**src/rtl/mbr_pkg.sv**
```systemverilog
package mbr_pkg;

    localparam int unsigned OP_W    = 5;
    localparam int unsigned REG_W   = 5;
    localparam int unsigned GPR_W   = 64;
    localparam int unsigned ADDR_W  = 32;
    localparam int unsigned WORD_W  = 32;
    localparam int unsigned DMA_W   = 10;

    localparam logic [OP_W-1:0] OP_J      = 5'd0;
    localparam logic [OP_W-1:0] OP_JAL    = 5'd1;
    localparam logic [OP_W-1:0] OP_JR     = 5'd2;
    localparam logic [OP_W-1:0] OP_JALR   = 5'd3;
    localparam logic [OP_W-1:0] OP_BEQ    = 5'd4;
    localparam logic [OP_W-1:0] OP_BNE    = 5'd5;
    localparam logic [OP_W-1:0] OP_BLTZ   = 5'd6;
    localparam logic [OP_W-1:0] OP_BGEZ   = 5'd7;
    localparam logic [OP_W-1:0] OP_BLEZ   = 5'd8;
    localparam logic [OP_W-1:0] OP_BGTZ   = 5'd9;
    localparam logic [OP_W-1:0] OP_BLTZAL = 5'd10;
    localparam logic [OP_W-1:0] OP_BGEZAL = 5'd11;
    localparam logic [OP_W-1:0] OP_BC1F   = 5'd12;
    localparam logic [OP_W-1:0] OP_BC1T   = 5'd13;
    localparam logic [OP_W-1:0] OP_BC2F   = 5'd14;
    localparam logic [OP_W-1:0] OP_BC2T   = 5'd15;
    localparam logic [OP_W-1:0] OP_BC0F   = 5'd16;
    localparam logic [OP_W-1:0] OP_BC0T   = 5'd17;
    localparam logic [OP_W-1:0] OP_BEQL   = 5'd18;
    localparam logic [OP_W-1:0] OP_BGTZL  = 5'd23;
    localparam logic [OP_W-1:0] OP_BC0TL  = 5'd29;

    localparam logic [OP_W-1:0] LIKELY_GPR_OFS = OP_BEQL - OP_BEQ;
    localparam logic [OP_W-1:0] LIKELY_COP_OFS = 5'd12;

    localparam logic [REG_W-1:0] LINK_REG = 5'd31;

    localparam logic [DMA_W-1:0] DMA_MASK   = 10'h3FF;
    localparam int unsigned      FPU_C_POS  = 23;
    localparam int unsigned      VPU_C_POS  = 8;

    typedef struct packed {
        logic [ADDR_W-1:0] next_pc;
        logic              taken;
        logic              link_write;
        logic [REG_W-1:0]  link_register;
        logic [ADDR_W-1:0] link_value;
        logic              nullify_delay;
    } t_result;

endpackage

```
**src/rtl/mips_branch_resolve.sv**
```systemverilog
// Branch and jump resolution for an R5900-style core. Each request carries the
// branch kind, the rs/rt values, the precomputed target, fallthrough and link
// addresses and the coprocessor condition words; the block returns the next PC,
// the taken flag, the link write and the likely-form delay-slot nullify flag.
// Requests are registered on entry and the result is registered on exit; one
// request per cycle is sustained while the result side does not stall. A stall
// on the result side holds the result register and, once the input register is
// full as well, stalls the request side. Undefined kinds pass the fallthrough
// address with all flags clear.
module mips_branch_resolve (
    input  logic                          i_clk,
    input  logic                          i_rst_n,
    input  logic                          i_valid,
    output logic                          o_stall,
    input  logic [mbr_pkg::OP_W-1:0]      i_operation,
    input  logic [mbr_pkg::REG_W-1:0]     i_rs_index,
    input  logic signed [mbr_pkg::GPR_W-1:0] i_rs_value,
    input  logic signed [mbr_pkg::GPR_W-1:0] i_rt_value,
    input  logic [mbr_pkg::REG_W-1:0]     i_rd_index,
    input  logic [mbr_pkg::ADDR_W-1:0]    i_target_pc,
    input  logic [mbr_pkg::ADDR_W-1:0]    i_fallthrough_pc,
    input  logic [mbr_pkg::ADDR_W-1:0]    i_link_pc,
    input  logic [mbr_pkg::WORD_W-1:0]    i_fpu_control,
    input  logic [mbr_pkg::WORD_W-1:0]    i_vpu_stat,
    input  logic [mbr_pkg::DMA_W-1:0]     i_dma_stat_cis,
    input  logic [mbr_pkg::DMA_W-1:0]     i_dma_pcr_cpc,
    output logic                          o_valid,
    input  logic                          i_stall,
    output logic [mbr_pkg::ADDR_W-1:0]    o_next_pc,
    output logic                          o_taken,
    output logic                          o_link_write,
    output logic [mbr_pkg::REG_W-1:0]     o_link_register,
    output logic [mbr_pkg::ADDR_W-1:0]    o_link_value,
    output logic                          o_nullify_delay
);
    import mbr_pkg::*;

    logic                r_in_valid;
    logic [OP_W-1:0]     r_op;
    logic [REG_W-1:0]    r_rs_idx;
    logic [GPR_W-1:0]    r_rs;
    logic [GPR_W-1:0]    r_rt;
    logic [REG_W-1:0]    r_rd;
    logic [ADDR_W-1:0]   r_target;
    logic [ADDR_W-1:0]   r_fall;
    logic [ADDR_W-1:0]   r_link;
    logic                r_c1;
    logic                r_c2;
    logic                r_c0;

    logic                r_out_valid;
    t_result             r_res;
    t_result             n_res;

    logic                out_move;
    logic                in_move;

    logic [OP_W-1:0]     base;
    logic                likely;
    logic                al_form;
    logic [GPR_W-1:0]    cmp_rs;
    logic                neg;
    logic                zero;
    logic                tk;
    logic                lw;
    logic [REG_W-1:0]    lreg;

    assign out_move = !r_out_valid || !i_stall;
    assign in_move  = !r_in_valid || out_move;
    assign o_stall  = !in_move;

    always_ff @(posedge i_clk) begin
        if (!i_rst_n) begin
            r_in_valid <= 1'b0;
        end else if (in_move) begin
            r_in_valid <= i_valid;
        end
        if (in_move && i_valid) begin
            r_op     <= i_operation;
            r_rs_idx <= i_rs_index;
            r_rs     <= i_rs_value;
            r_rt     <= i_rt_value;
            r_rd     <= i_rd_index;
            r_target <= i_target_pc;
            r_fall   <= i_fallthrough_pc;
            r_link   <= i_link_pc;
            r_c1     <= i_fpu_control[FPU_C_POS];
            r_c2     <= i_vpu_stat[VPU_C_POS];
            r_c0     <= ((i_dma_stat_cis | ~i_dma_pcr_cpc) & DMA_MASK) == DMA_MASK;
        end
    end

    always_comb begin
        likely = (r_op >= OP_BEQL) && (r_op <= OP_BC0TL);
        if (!likely) begin
            base = r_op;
        end else if (r_op <= OP_BGTZL) begin
            base = r_op - LIKELY_GPR_OFS;
        end else begin
            base = r_op - LIKELY_COP_OFS;
        end

        al_form = (base == OP_BLTZAL) || (base == OP_BGEZAL);
        cmp_rs  = (al_form && r_rs_idx == LINK_REG) ? {{(GPR_W-ADDR_W){1'b0}}, r_link} : r_rs;
        neg     = cmp_rs[GPR_W-1];
        zero    = cmp_rs == '0;

        tk   = 1'b0;
        lw   = al_form;
        lreg = al_form ? LINK_REG : '0;
        unique case (base)
            OP_J:      tk = 1'b1;
            OP_JAL: begin
                tk   = 1'b1;
                lw   = 1'b1;
                lreg = LINK_REG;
            end
            OP_JR:     tk = 1'b1;
            OP_JALR: begin
                tk = 1'b1;
                if (r_rd != '0) begin
                    lw   = 1'b1;
                    lreg = r_rd;
                end
            end
            OP_BEQ:    tk = cmp_rs == r_rt;
            OP_BNE:    tk = cmp_rs != r_rt;
            OP_BLTZ, OP_BLTZAL: tk = neg;
            OP_BGEZ, OP_BGEZAL: tk = !neg;
            OP_BLEZ:   tk = neg || zero;
            OP_BGTZ:   tk = !neg && !zero;
            OP_BC1F:   tk = !r_c1;
            OP_BC1T:   tk = r_c1;
            OP_BC2F:   tk = !r_c2;
            OP_BC2T:   tk = r_c2;
            OP_BC0F:   tk = !r_c0;
            OP_BC0T:   tk = r_c0;
            default:   tk = 1'b0;
        endcase

        priority if (base == OP_JR || base == OP_JALR) begin
            n_res.next_pc = r_rs[ADDR_W-1:0];
        end else if (tk) begin
            n_res.next_pc = r_target;
        end else begin
            n_res.next_pc = r_fall;
        end
        n_res.taken         = tk;
        n_res.link_write    = lw;
        n_res.link_register = lw ? lreg : '0;
        n_res.link_value    = lw ? r_link : '0;
        n_res.nullify_delay = likely && !tk;
    end

    always_ff @(posedge i_clk) begin
        if (!i_rst_n) begin
            r_out_valid <= 1'b0;
        end else if (out_move) begin
            r_out_valid <= r_in_valid;
        end
        if (out_move && r_in_valid) begin
            r_res <= n_res;
        end
    end

    assign o_valid         = r_out_valid;
    assign o_next_pc       = r_res.next_pc;
    assign o_taken         = r_res.taken;
    assign o_link_write    = r_res.link_write;
    assign o_link_register = r_res.link_register;
    assign o_link_value    = r_res.link_value;
    assign o_nullify_delay = r_res.nullify_delay;

    a_null_not_taken: assert property (@(posedge i_clk) disable iff (!i_rst_n)
        o_valid && o_nullify_delay |-> !o_taken)
        else $error("nullify with taken branch");

    a_no_link_clear: assert property (@(posedge i_clk) disable iff (!i_rst_n)
        o_valid && !o_link_write |-> o_link_register == '0 && o_link_value == '0)
        else $error("link fields set without link write");

    a_stall_has_item: assert property (@(posedge i_clk) disable iff (!i_rst_n)
        o_stall |-> r_in_valid && r_out_valid && i_stall)
        else $error("stall without pending work");

    a_drain: assert property (@(posedge i_clk) disable iff (!i_rst_n)
        out_move && !r_in_valid |=> !o_valid)
        else $error("result appeared without request");

endmodule
```
**config.mk**
```make
export PLATFORM = sky130hd
export DESIGN_NAME = mips_branch_resolve
export DESIGN_NICKNAME = d
export VERILOG_FILES = /design/src/rtl/mbr_pkg.sv /design/src/rtl/mips_branch_resolve.sv
export SDC_FILE = /design/constraint.sdc
export NUM_CORES = 1
export LEC_CHECK = 0
export BUFFER_PORTS_ARGS = -buffer_cell sky130_fd_sc_hd__buf_4
export CAP_MARGIN = 10
export CORE_MARGIN = 5
export CORE_UTILIZATION = 55
export CTS_BUF_LIST = sky130_fd_sc_hd__clkbuf_8
export DETAILED_ROUTE_END_ITERATION = 8
export PLACE_DENSITY = 0.83
export SLEW_MARGIN = 20
export SYNTH_ARGS = -nofsm -noshare
export SYNTH_HDL_FRONTEND = slang
export SYNTH_SLANG_ARGS = --single-unit
```
**constraint.sdc**
```tcl
create_clock -name i_clk -period 28.5 [get_ports i_clk]
set_input_delay 2.85 -clock i_clk [delete_from_list [all_inputs] [get_ports i_clk]]
set_output_delay 2.85 -clock i_clk [all_outputs]
set_load 0.05 [all_outputs]
```
; ---- After elaboration in Yosys (flattened, before gate mapping)
; Cells that the tools add are included.
[op_classes]
addsub = 2
multipliers = 0
div = 0
order_cmp = 3
eq_ne = 21
shifts = 0
muxes = 11
bitwise_logic = 2
n_reduce_logical = 27
[op_table]
columns = op, count
row1 = == test 64 bit, 1
row2 = zero test 64 bit, 1
row3 = 2-to-1 mux 32 bit, 2
row4 = 2-to-1 mux 64 bit, 1
row5 = inequality test 64 bit, 1
row6 = == test 5 x 4 -> 1 bit (second input constant), 8
row7 = == test 5 x 3 -> 1 bit (second input constant), 4
row8 = 2-to-1 mux 5 bit, 4
row9 = == test 5 bit (second input constant), 3
row10 = case mux 1 bit (13 select lines), 1
row11 = == test 10 bit (second input constant), 1
row12 = == test 5 x 2 -> 1 bit (second input constant), 2
row13 = less-or-equal comparator 5 bit (second input constant), 2
row14 = zero test 1 bit, 10
row15 = NOT 10 bit, 1
row16 = OR 10 bit, 1
row17 = case mux 5 bit (2 select lines), 1
row18 = subtractor 5 x 4 -> 5 bit (second input constant), 2
row19 = logical AND 1 bit, 6
row20 = == test 5 x 1 -> 1 bit (second input constant), 1
row21 = greater-or-equal comparator 5 bit (second input constant), 1
row22 = zero test 5 bit, 1
row23 = logical OR 1 bit, 5
row24 = nonzero test 5 bit, 1
row25 = 4 further kinds, 5
[totals]
register_bits = 316
latchBits = 0
ramBits = 0
romBits = 0
input_bits = 327
output_inout_bits = 74
mem_count = 0

; ---- Depth between registers and ports, before layout
; Gate-level depths: netlist of run 1.
[logic_depth]
ltp_word = 13
mapped_depth = 19
depth_no_buf = 14

; ---- Worst setup path after synthesis of run 1
; OpenSTA, ideal clock, no wires.
[synth_timing]
path_kind = in2reg
from = input port i_stall
to = register r_c0, enable pin
t_arrival_ns = 13.830
t_required_ns = 27.628
setup_slack_ns = 13.799
cell_stages = 2
path_buffers = 0
path_cell_list = and3_1 > nor2b_1
[synth_between]
elab_chain_len = 4
[synth_rtl]
columns = element, line
row1 = from (decl), mips_branch_resolve.sv:28  ; input logic i_stall,
row2 = zero test 1 bit, mips_branch_resolve.sv:68  ; assign out_move = !r_out_valid || !i_stall;
row3 = logical OR 1 bit, mips_branch_resolve.sv:68
row4 = logical OR 1 bit, mips_branch_resolve.sv:69  ; assign in_move = !r_in_valid || out_move;
row5 = logical AND 1 bit, mips_branch_resolve.sv:78  ; if (in_move && i_valid) begin
row6 = to (signal assigned), mips_branch_resolve.sv:89  ; r_c0 <= ((i_dma_stat_cis | ~i_dma_pcr_cpc) & DMA_MASK) == DMA_MASK;
row7 = to (decl), mips_branch_resolve.sv:49  ; logic r_c0;
; Every way passes these cells.
; A chain may end at the register's enable or synchronous reset.

==> reports/qor.csv, run 1 <==
stage,metric,value,unit
worst_setup_path,timing.reg2reg.worst_path_depth,12,
cells_and_area,layout.core_utilization,72.2,%
detailed_routing,drt_pre_antenna_iters,5,
floorplanning,fp.dieH,165,um
worst_setup_path,cp_max_stage_delay,1.02,ns
min_path,hold_path_depth,2,
detailed_routing,antenna_violating_nets_post_route,0,
worst_setup_path,critical_path.top_delay_family,simple AND/OR/NAND/NOR gates,
min_path,min-delay-start,r_in_valid,
logic_synthesis,netlist_instances,895,
detailed_routing,drt_iter0_drc,850,
logic_synthesis,sequential_fraction_of_the_synthesis_area,71.8,%
clock_tree,path_clk_slew,0.07,ns
worst_setup_path,cp_num_buf_inv,0,
place,numPortBuffers,338,
cells_and_area,finalNetCount,1594,
timing,post-route-period-util,22.5,%
timing,fin_ws,22.07,ns
place,post-dp-hpwl,27200,um
grt,number_of_antenna_violations_at_the_first_check_in_global_routing,2,
worst_setup_path,critPathCaptureType,flip-flop,
logic_synthesis,ys_ff_latch,316,
timing,fmax,156,MHz
timing,timing.final.setup_violations,0,
logic_synthesis,syn_area_per_cell,14.7,sq um
grt,grt_max_degree,82,
floorplanning,initial_core_utilization,56.0,%
logic_synthesis,synth_edf_count,314,
detailed_routing,route.layer.met1.wl,13700,um
worst_setup_path,criticalPathCategory,reg2reg,
clock_tree,cts_root_buffer,clkbuf_8,
clock_tree,cts-resized-gates,0,
cells_and_area,synthToLayoutAreaGrowth,28.9,%
worst_setup_path,timing.critical_path.arrival,6.70,ns
timing,fin_tns_setup,0,ns
timing,max_slew.worst_pin.slew,1.11,ns
logic_synthesis,synthFlopType,edfxtp_1,
timing,fin_worst_skew,0.0202,ns
timing,unrepaired_setup_endpoints_after_global_routing,no,
grt,globalRoute.totalOverflow,0,
worst_setup_path,worst-r2r-setup-slack,22.07,ns
clock_tree,post_cts_setup_repair_bufs,0,
detailed_routing,route.met3.wl,3490,um
floorplanning,fp-row-count,56,
worst_setup_path,cp-start-kind,flip-flop,
logic_synthesis,asyncSetResetFlopFracSynth,0,%
clock_tree,postCtsHoldBufs,0,
detailed_routing,wl_met2,18000,um
min_path,worstHoldEndpoint,o_valid,
power_and_ir_drop,vdd.ir_drop.worst,45.4,uV
clock_tree,htreeDepth,2,
logic_synthesis,synth_nets,1228,
logic_synthesis,syn_area,13200,sq um
place,place.gp.congestion,0.869,
clock_tree,tritoncts,done,
timing,layout_min_cycle_time,6.43,ns
run_status,run_status,completed,
worst_setup_path,critical_path.cell_chain,ha_1 -> a21oi_1 -> nor4_1 -> o211a_2 -> nand4_2 -> nor2_2 -> o21ai_0 -> a2111oi_1 -> nand3_1 -> a2bb2oi_4 -> and2_2 -> o211ai_1,
worst_setup_path,regToRegEndpoint,o_next_pc[23],
place,pre_cts_slack,22.11,ns
power_and_ir_drop,total_power,1080,uW
detailed_routing,dr_total_vias,9383,
power_and_ir_drop,total_leakage_power,0.00651,uW
timing,hold_ws,0.527,ns
timing,max-slew-margin-rel,26.3,%
detailed_routing,totalWireLength,37300,um
cells_and_area,drive_gt1_share,35.2,%
clock_tree,max_root_sink_buffers,3,
logic_synthesis,netlist-cell-type-count,66,
detailed_routing,top_layer,met4,
timing,total_count_of_hold_check_failures_in_the_final_report,0,
detailed_routing,viasPerCell,5.78,
grt,grt_usage,26.8,%
grt,first_global_vias,9713,
floorplanning,core,23500,sq um
worst_setup_path,worst_r2r_startpoint,r_op[1],
power_and_ir_drop,cellPowerDensity,63.4,nW/um^2
clock_tree,cts-buffers-inserted,48,
run,cap_viol_max_count,0,
min_path,timing.hold.worst.class,reg2reg,
worst_setup_path,crit_path_top_delay_cell,and2_2,
floorplanning,floorplan.die_area,27200,sq um
detailed_routing,drt-wirelength-per-cell,23.0,um
detailed_routing,drcViolationCount,0,
logic_synthesis,ys_warn_count,0,
floorplanning,ios,401,
clock_tree,clkLatencyLatePin,0.57,ns
grt,wire_length_of_the_first_global_routing_pass,54000,um
worst_setup_path,worst-endpoint-required,28.77,ns
clock_tree,number_of_clock_sinks,316,
timing,timing.final.max_slew_violations,0,
worst_setup_path,crit_path_max_fanout,33,
floorplanning,die_width,165,um
cells_and_area,fillers,1503,
-- cell usage after synthesis (12+ instances only) --
cell,instances,share of area (%)
o21ai_0,20,0.76
o211ai_2,24,2.3
edfxtp_1,314,71
nor2b_1,29,1.4
clkbuf_1,16,0.46
nand3_1,50,1.9
nand4_1,19,0.90
nor4bb_1,14,1.1
a21oi_1,32,1.2
nor2_1,34,0.97
o32ai_1,12,0.80
inv_1,37,1.1
a31oi_1,18,0.85
nor4_1,33,1.6
xnor2_1,49,3.3
nand2_1,68,1.9
-- sequential cells by signal (all words and copies together), names as in the netlist, 5 cells and up --
| name | cells |
|---|---|
| o_link_value | 32 |
| r_rt | 64 |
| r_rd | 5 |
| o_next_pc | 32 |
| r_op | 5 |
| r_target | 32 |
| r_fall | 32 |
| o_link_register | 5 |
| r_rs | 64 |
| r_rs_idx | 5 |
| r_link | 32 |
-- layout make-up --
type                    count  area (sq um)  share of cell area [%]
flip-flops and latches    316          9470                    55.7
clock inverters            42           268                    1.57
inverters                  39           146                   0.861
repair buffers            348          2610                    15.4
diodes                      2          5.00                  0.0294
clock buffers              48           661                    3.89
well taps                 319           399                    2.35
multi-input cells         508          3440                    20.2
-- tightest hold or removal path, delay by kind of cell (launching register included) --
kind / cells / cell delay (ns)
compound gates: 1 / 0.05
flops: 1 / 0.34
simple gates: 1 / 0.10
-- per-layer routing --
metal | vias to the layer above | track usage (%)
met5 | - | 0
li1 | 4246 | -
met3 | 127 | 7.14
met1 | 4456 | 32.9
met4 | 0 | 15.1
met2 | 554 | 43.2
-- cells in the final DEF, fill, tap and decap left out, types with 28 or more instances in the layout --
cell and n:
nand2_1 68, clkbuf_8 48, edfxtp_1 314, nor4_1 33, inv_1 51, nand3_1 50, nor2_1 33, nor2b_1 28
xnor2_1 49, a21oi_1 32, buf_4 348
-- cells by family after synthesis --
group	Yosys count	synth area share, %
compound gates	161	9.65
buf+inv	71	2.51
simple gates	285	11.8
xor+xnor	55	3.65
fa+ha+maj	6	0.569
mux	1	0.0759
flops	316	71.8
-- where the power goes --
part	total [uW]	switching (uW)	internal, uW
Clock	361	174	187
Combinational	148	87.8	59.9
Sequential	569	20.6	548
Total	1080	282	795
-- metrics by stage --
stage / instances / instance area (sq um)
floorplan: 895 / 13200
global placement: 1530 / 16100
detailed placement: 1530 / 16100
CTS: 1620 / 17000
global route: 1622 / 17000
finish: 1622 / 17000
-- worst max path at each step --
stage,startpoint,slack (ns),endpoint,cells after the start
2_1_floorplan,i_stall,13.80,r_c0,2
3_3_place_gp,i_stall,22.23,o_stall,3
3_5_place_dp,r_op[1],22.11,o_next_pc[31],12
4_1_cts,r_op[1],22.05,o_nullify_delay,13
5_1_grt,r_op[1],21.52,o_nullify_delay,13
6_report,r_op[1],22.07,o_next_pc[23],12
No activity file was read; power rests on OpenSTA's default activity.
==> inputs of run 2 (changes only) <==
- CORE_UTILIZATION: 55 -> 53
- PLACE_DENSITY: 0.83 -> 0.8
- clock period: 28.5 -> 6.35 ns (I/O delays scaled with it)
==> reports/qor.csv, run 2 (synthesized netlist as in run 1, its figures left out) <==
stage,metric,value,unit,change
run_status,run_status,completed,,
clock_tree,htreeDepth,2,,unchanged
floorplanning,die_width,168,um,+1.8%
detailed_routing,dr_total_vias,9274,,-1.2%
worst_setup_path,cp_num_buf_inv,1,,+1
timing,max-slew-margin-rel,31.3,%,+5.0 points
place,numPortBuffers,338,,unchanged
grt,wire_length_of_the_first_global_routing_pass,54400,um,+0.74%
floorplanning,fp-row-count,57,,+1.8%
detailed_routing,drt_iter0_drc,750,,-12%
detailed_routing,drt-wirelength-per-cell,22.5,um,-2.2%
place,pre_cts_slack,0.713,ns,-21.39 ns
grt,globalRoute.totalOverflow,0,,unchanged
worst_setup_path,cp-start-kind,flip-flop,,
run,cap_viol_max_count,0,,unchanged
timing,total_count_of_hold_check_failures_in_the_final_report,0,,unchanged
clock_tree,tritoncts,done,,
worst_setup_path,critical_path_cell_count,13,,+1
timing,post-route-period-util,89.1,%,+67 points
cells_and_area,reg_top3,"r_rs: 64 flops, r_rt: 64 flops",,
worst_setup_path,timing.reg2reg.worst_path_depth,13,,+1
cells_and_area,fillers,1672,,+11%
worst_setup_path,regToRegEndpoint,o_next_pc[19],,
clock_tree,postCtsHoldBufs,0,,unchanged
floorplanning,initial_core_utilization,54.1,%,-1.9 points
cells_and_area,layout.core_utilization,70.3,%,-2.0 points
worst_setup_path,worst_r2r_startpoint,r_op[1],,
grt,grt_max_degree,139,,+70%
timing,timing.final.max_slew_violations,0,,unchanged
timing,hold_ws,0.245,ns,-0.283 ns
worst_setup_path,cp_max_stage_delay,0.81,ns,-0.21 ns
worst_setup_path,criticalPathCategory,reg2reg,,
detailed_routing,viasPerCell,5.69,,-1.6%
floorplanning,fp.dieH,168,um,+1.8%
timing,layout_min_cycle_time,5.66,ns,-0.770 ns
detailed_routing,totalWireLength,36600,um,-1.8%
grt,first_global_vias,9514,,-2.0%
worst_setup_path,crit_path_top_delay_cell,a2bb2oi_4,,
worst_setup_path,critPathCapture,o_next_pc[19],,
timing,unrepaired_setup_endpoints_after_global_routing,no,,
timing,fin_worst_skew,0.0179,ns,-0.00223 ns
cells_and_area,synthToLayoutAreaGrowth,29.9,%,
clock_tree,clkLatencyLatePin,0.56,ns,about the same
detailed_routing,antenna_violating_nets_post_route,0,,unchanged
worst_setup_path,worst-endpoint-required,6.65,ns,-22.12 ns
cells_and_area,finalNetCount,1599,,+0.31%
place,post-dp-hpwl,26700,um,-2.0%
worst_setup_path,critPathCaptureType,flip-flop,,
cells_and_area,most_common_cell_after_layout_fill_and_taps_aside,buf_4,,
grt,number_of_antenna_violations_at_the_first_check_in_global_routing,1,,-1
clock_tree,post_cts_setup_repair_bufs,0,,unchanged
grt,grt_usage,25.2,%,-1.5 points
floorplanning,ios,401,,unchanged
worst_setup_path,cp-startpoint,r_op[1],,
timing,fmax,177,MHz,+14%
cells_and_area,commonest_cells_after_routing_fill_and_taps_aside,"buf_4 (349), edfxtp_1 (314), nand2_1 (68), clkbuf_8 (51), nand3_1 (50)",,
clock_tree,cts-resized-gates,0,,unchanged
worst_setup_path,critical_path.cell_chain,ha_1 -> a21oi_1 -> nor4_1 -> o211a_2 -> and4_1 -> a21oi_1 -> o32a_1 -> a2111oi_1 -> nand3_1 -> a2bb2oi_4 -> and2_2 -> buf_12 -> o211ai_1,,
floorplanning,floorplan.die_area,28100,sq um,+3.5%
worst_setup_path,timing.critical_path.mode_cell,a21oi_1,,
timing,max_slew.worst_pin.slew,1.03,ns,-0.0786 ns
worst_setup_path,timing.critical_path.arrival,5.96,ns,-0.74 ns
clock_tree,number_of_clock_sinks,316,,unchanged
power_and_ir_drop,vdd.ir_drop.worst,249,uV,+450%
clock_tree,cts-buffers-inserted,50,,+4.2%
worst_setup_path,crit_path_max_fanout,33,,unchanged
timing,timing.final.setup_violations,0,,unchanged
detailed_routing,drt_pre_antenna_iters,5,,unchanged
detailed_routing,drcViolationCount,0,,unchanged
power_and_ir_drop,total_leakage_power,0.00654,uW,+0.45%
floorplanning,core,24400,sq um,+3.6%
worst_setup_path,critical_path.top_delay_family,compound AO/OA/AOI/OAI gates,,
min_path,timing.hold.worst.class,in2reg,,
place,place.gp.congestion,0.881,,+1.4%
timing,fin_ws,0.693,ns,-21.38 ns
timing,fin_tns_setup,0,ns,unchanged
clock_tree,cts_root_buffer,clkbuf_8,,
clock_tree,max_root_sink_buffers,3,,unchanged
clock_tree,path_clk_slew,0.07,ns,about the same
worst_setup_path,worst-r2r-setup-slack,0.69,ns,-21.38 ns
power_and_ir_drop,cellPowerDensity,290,nW/um^2,+360%
cells_and_area,drive_gt1_share,35.7,%,+0.53 points
-- run 2: cell types whose count changed in the layout (fill, tap and decap cells not counted), sizes merged --
cell and delta:
buf +3, clkinvlp +4, inv -7, clkinv -2
bufinv +2, clkbuf +3
-- run 2: layout make-up --
class | count | area, sq um | area share (%)
sequential | 316 | 9470 | 55.2
clock buffer | 51 | 702 | 4.10
clock inverter | 39 | 309 | 1.80
timing repair buffer | 351 | 2660 | 15.5
inverter | 39 | 146 | 0.854
multi-input combinational | 508 | 3440 | 20.1
tap | 324 | 405 | 2.37
antenna | 2 | 5.00 | 0.0292
-- run 2: worst reg2reg max path, cell delays in order, from the launching register on --
cell	delay [ns]
edfxtp_1	0.55
ha_1	0.31
a21oi_1	0.11
nor4_1	0.41
o211a_2	0.32
and4_1	0.70
a21oi_1	0.15
o32a_1	0.36
a2111oi_1	0.52
nand3_1	0.21
a2bb2oi_4	0.81
and2_2	0.58
buf_12	0.24
o211ai_1	0.14
-- run 2: power breakdown --
group / internal, uW / total, uW / switching, uW
Sequential: 2460 / 2550 / 88.7
Combinational: 277 / 669 / 392
Clock: 957 / 1750 / 788
Total: 3700 / 4960 / 1270
-- run 2: through the flow --
step	std cells	cell area, sq um	power, uW
CTS	1628	17100	5000
finish	1630	17100	4960
global route	1629	17100	5160
floorplan	895	13200	2980
detailed placement	1538	16100	3260
global placement	1538	16100	3240
-- run 2: worst min-delay path by stage --
stage	depth (start not counted)	endpoint	startpoint
2_1_floorplan	2	o_valid	r_in_valid
3_3_place_gp	2	o_valid	r_in_valid
3_5_place_dp	2	o_valid	r_in_valid
4_1_cts	1	r_rs[5]	i_rs_value[5]
5_1_grt	1	r_rs[31]	i_rs_value[31]
6_report	1	r_rs[33]	i_rs_value[33]
-- run 2: routing by layer --
layer  global-route usage [%]  vias up  wire length [um]
met2                     41.0      505             17800
met1                     31.6     4428             13800
met3                     7.90       93              3510
li1                         -     4248                 -
met4                     10.6        0              1520
met5                        0        -                 0
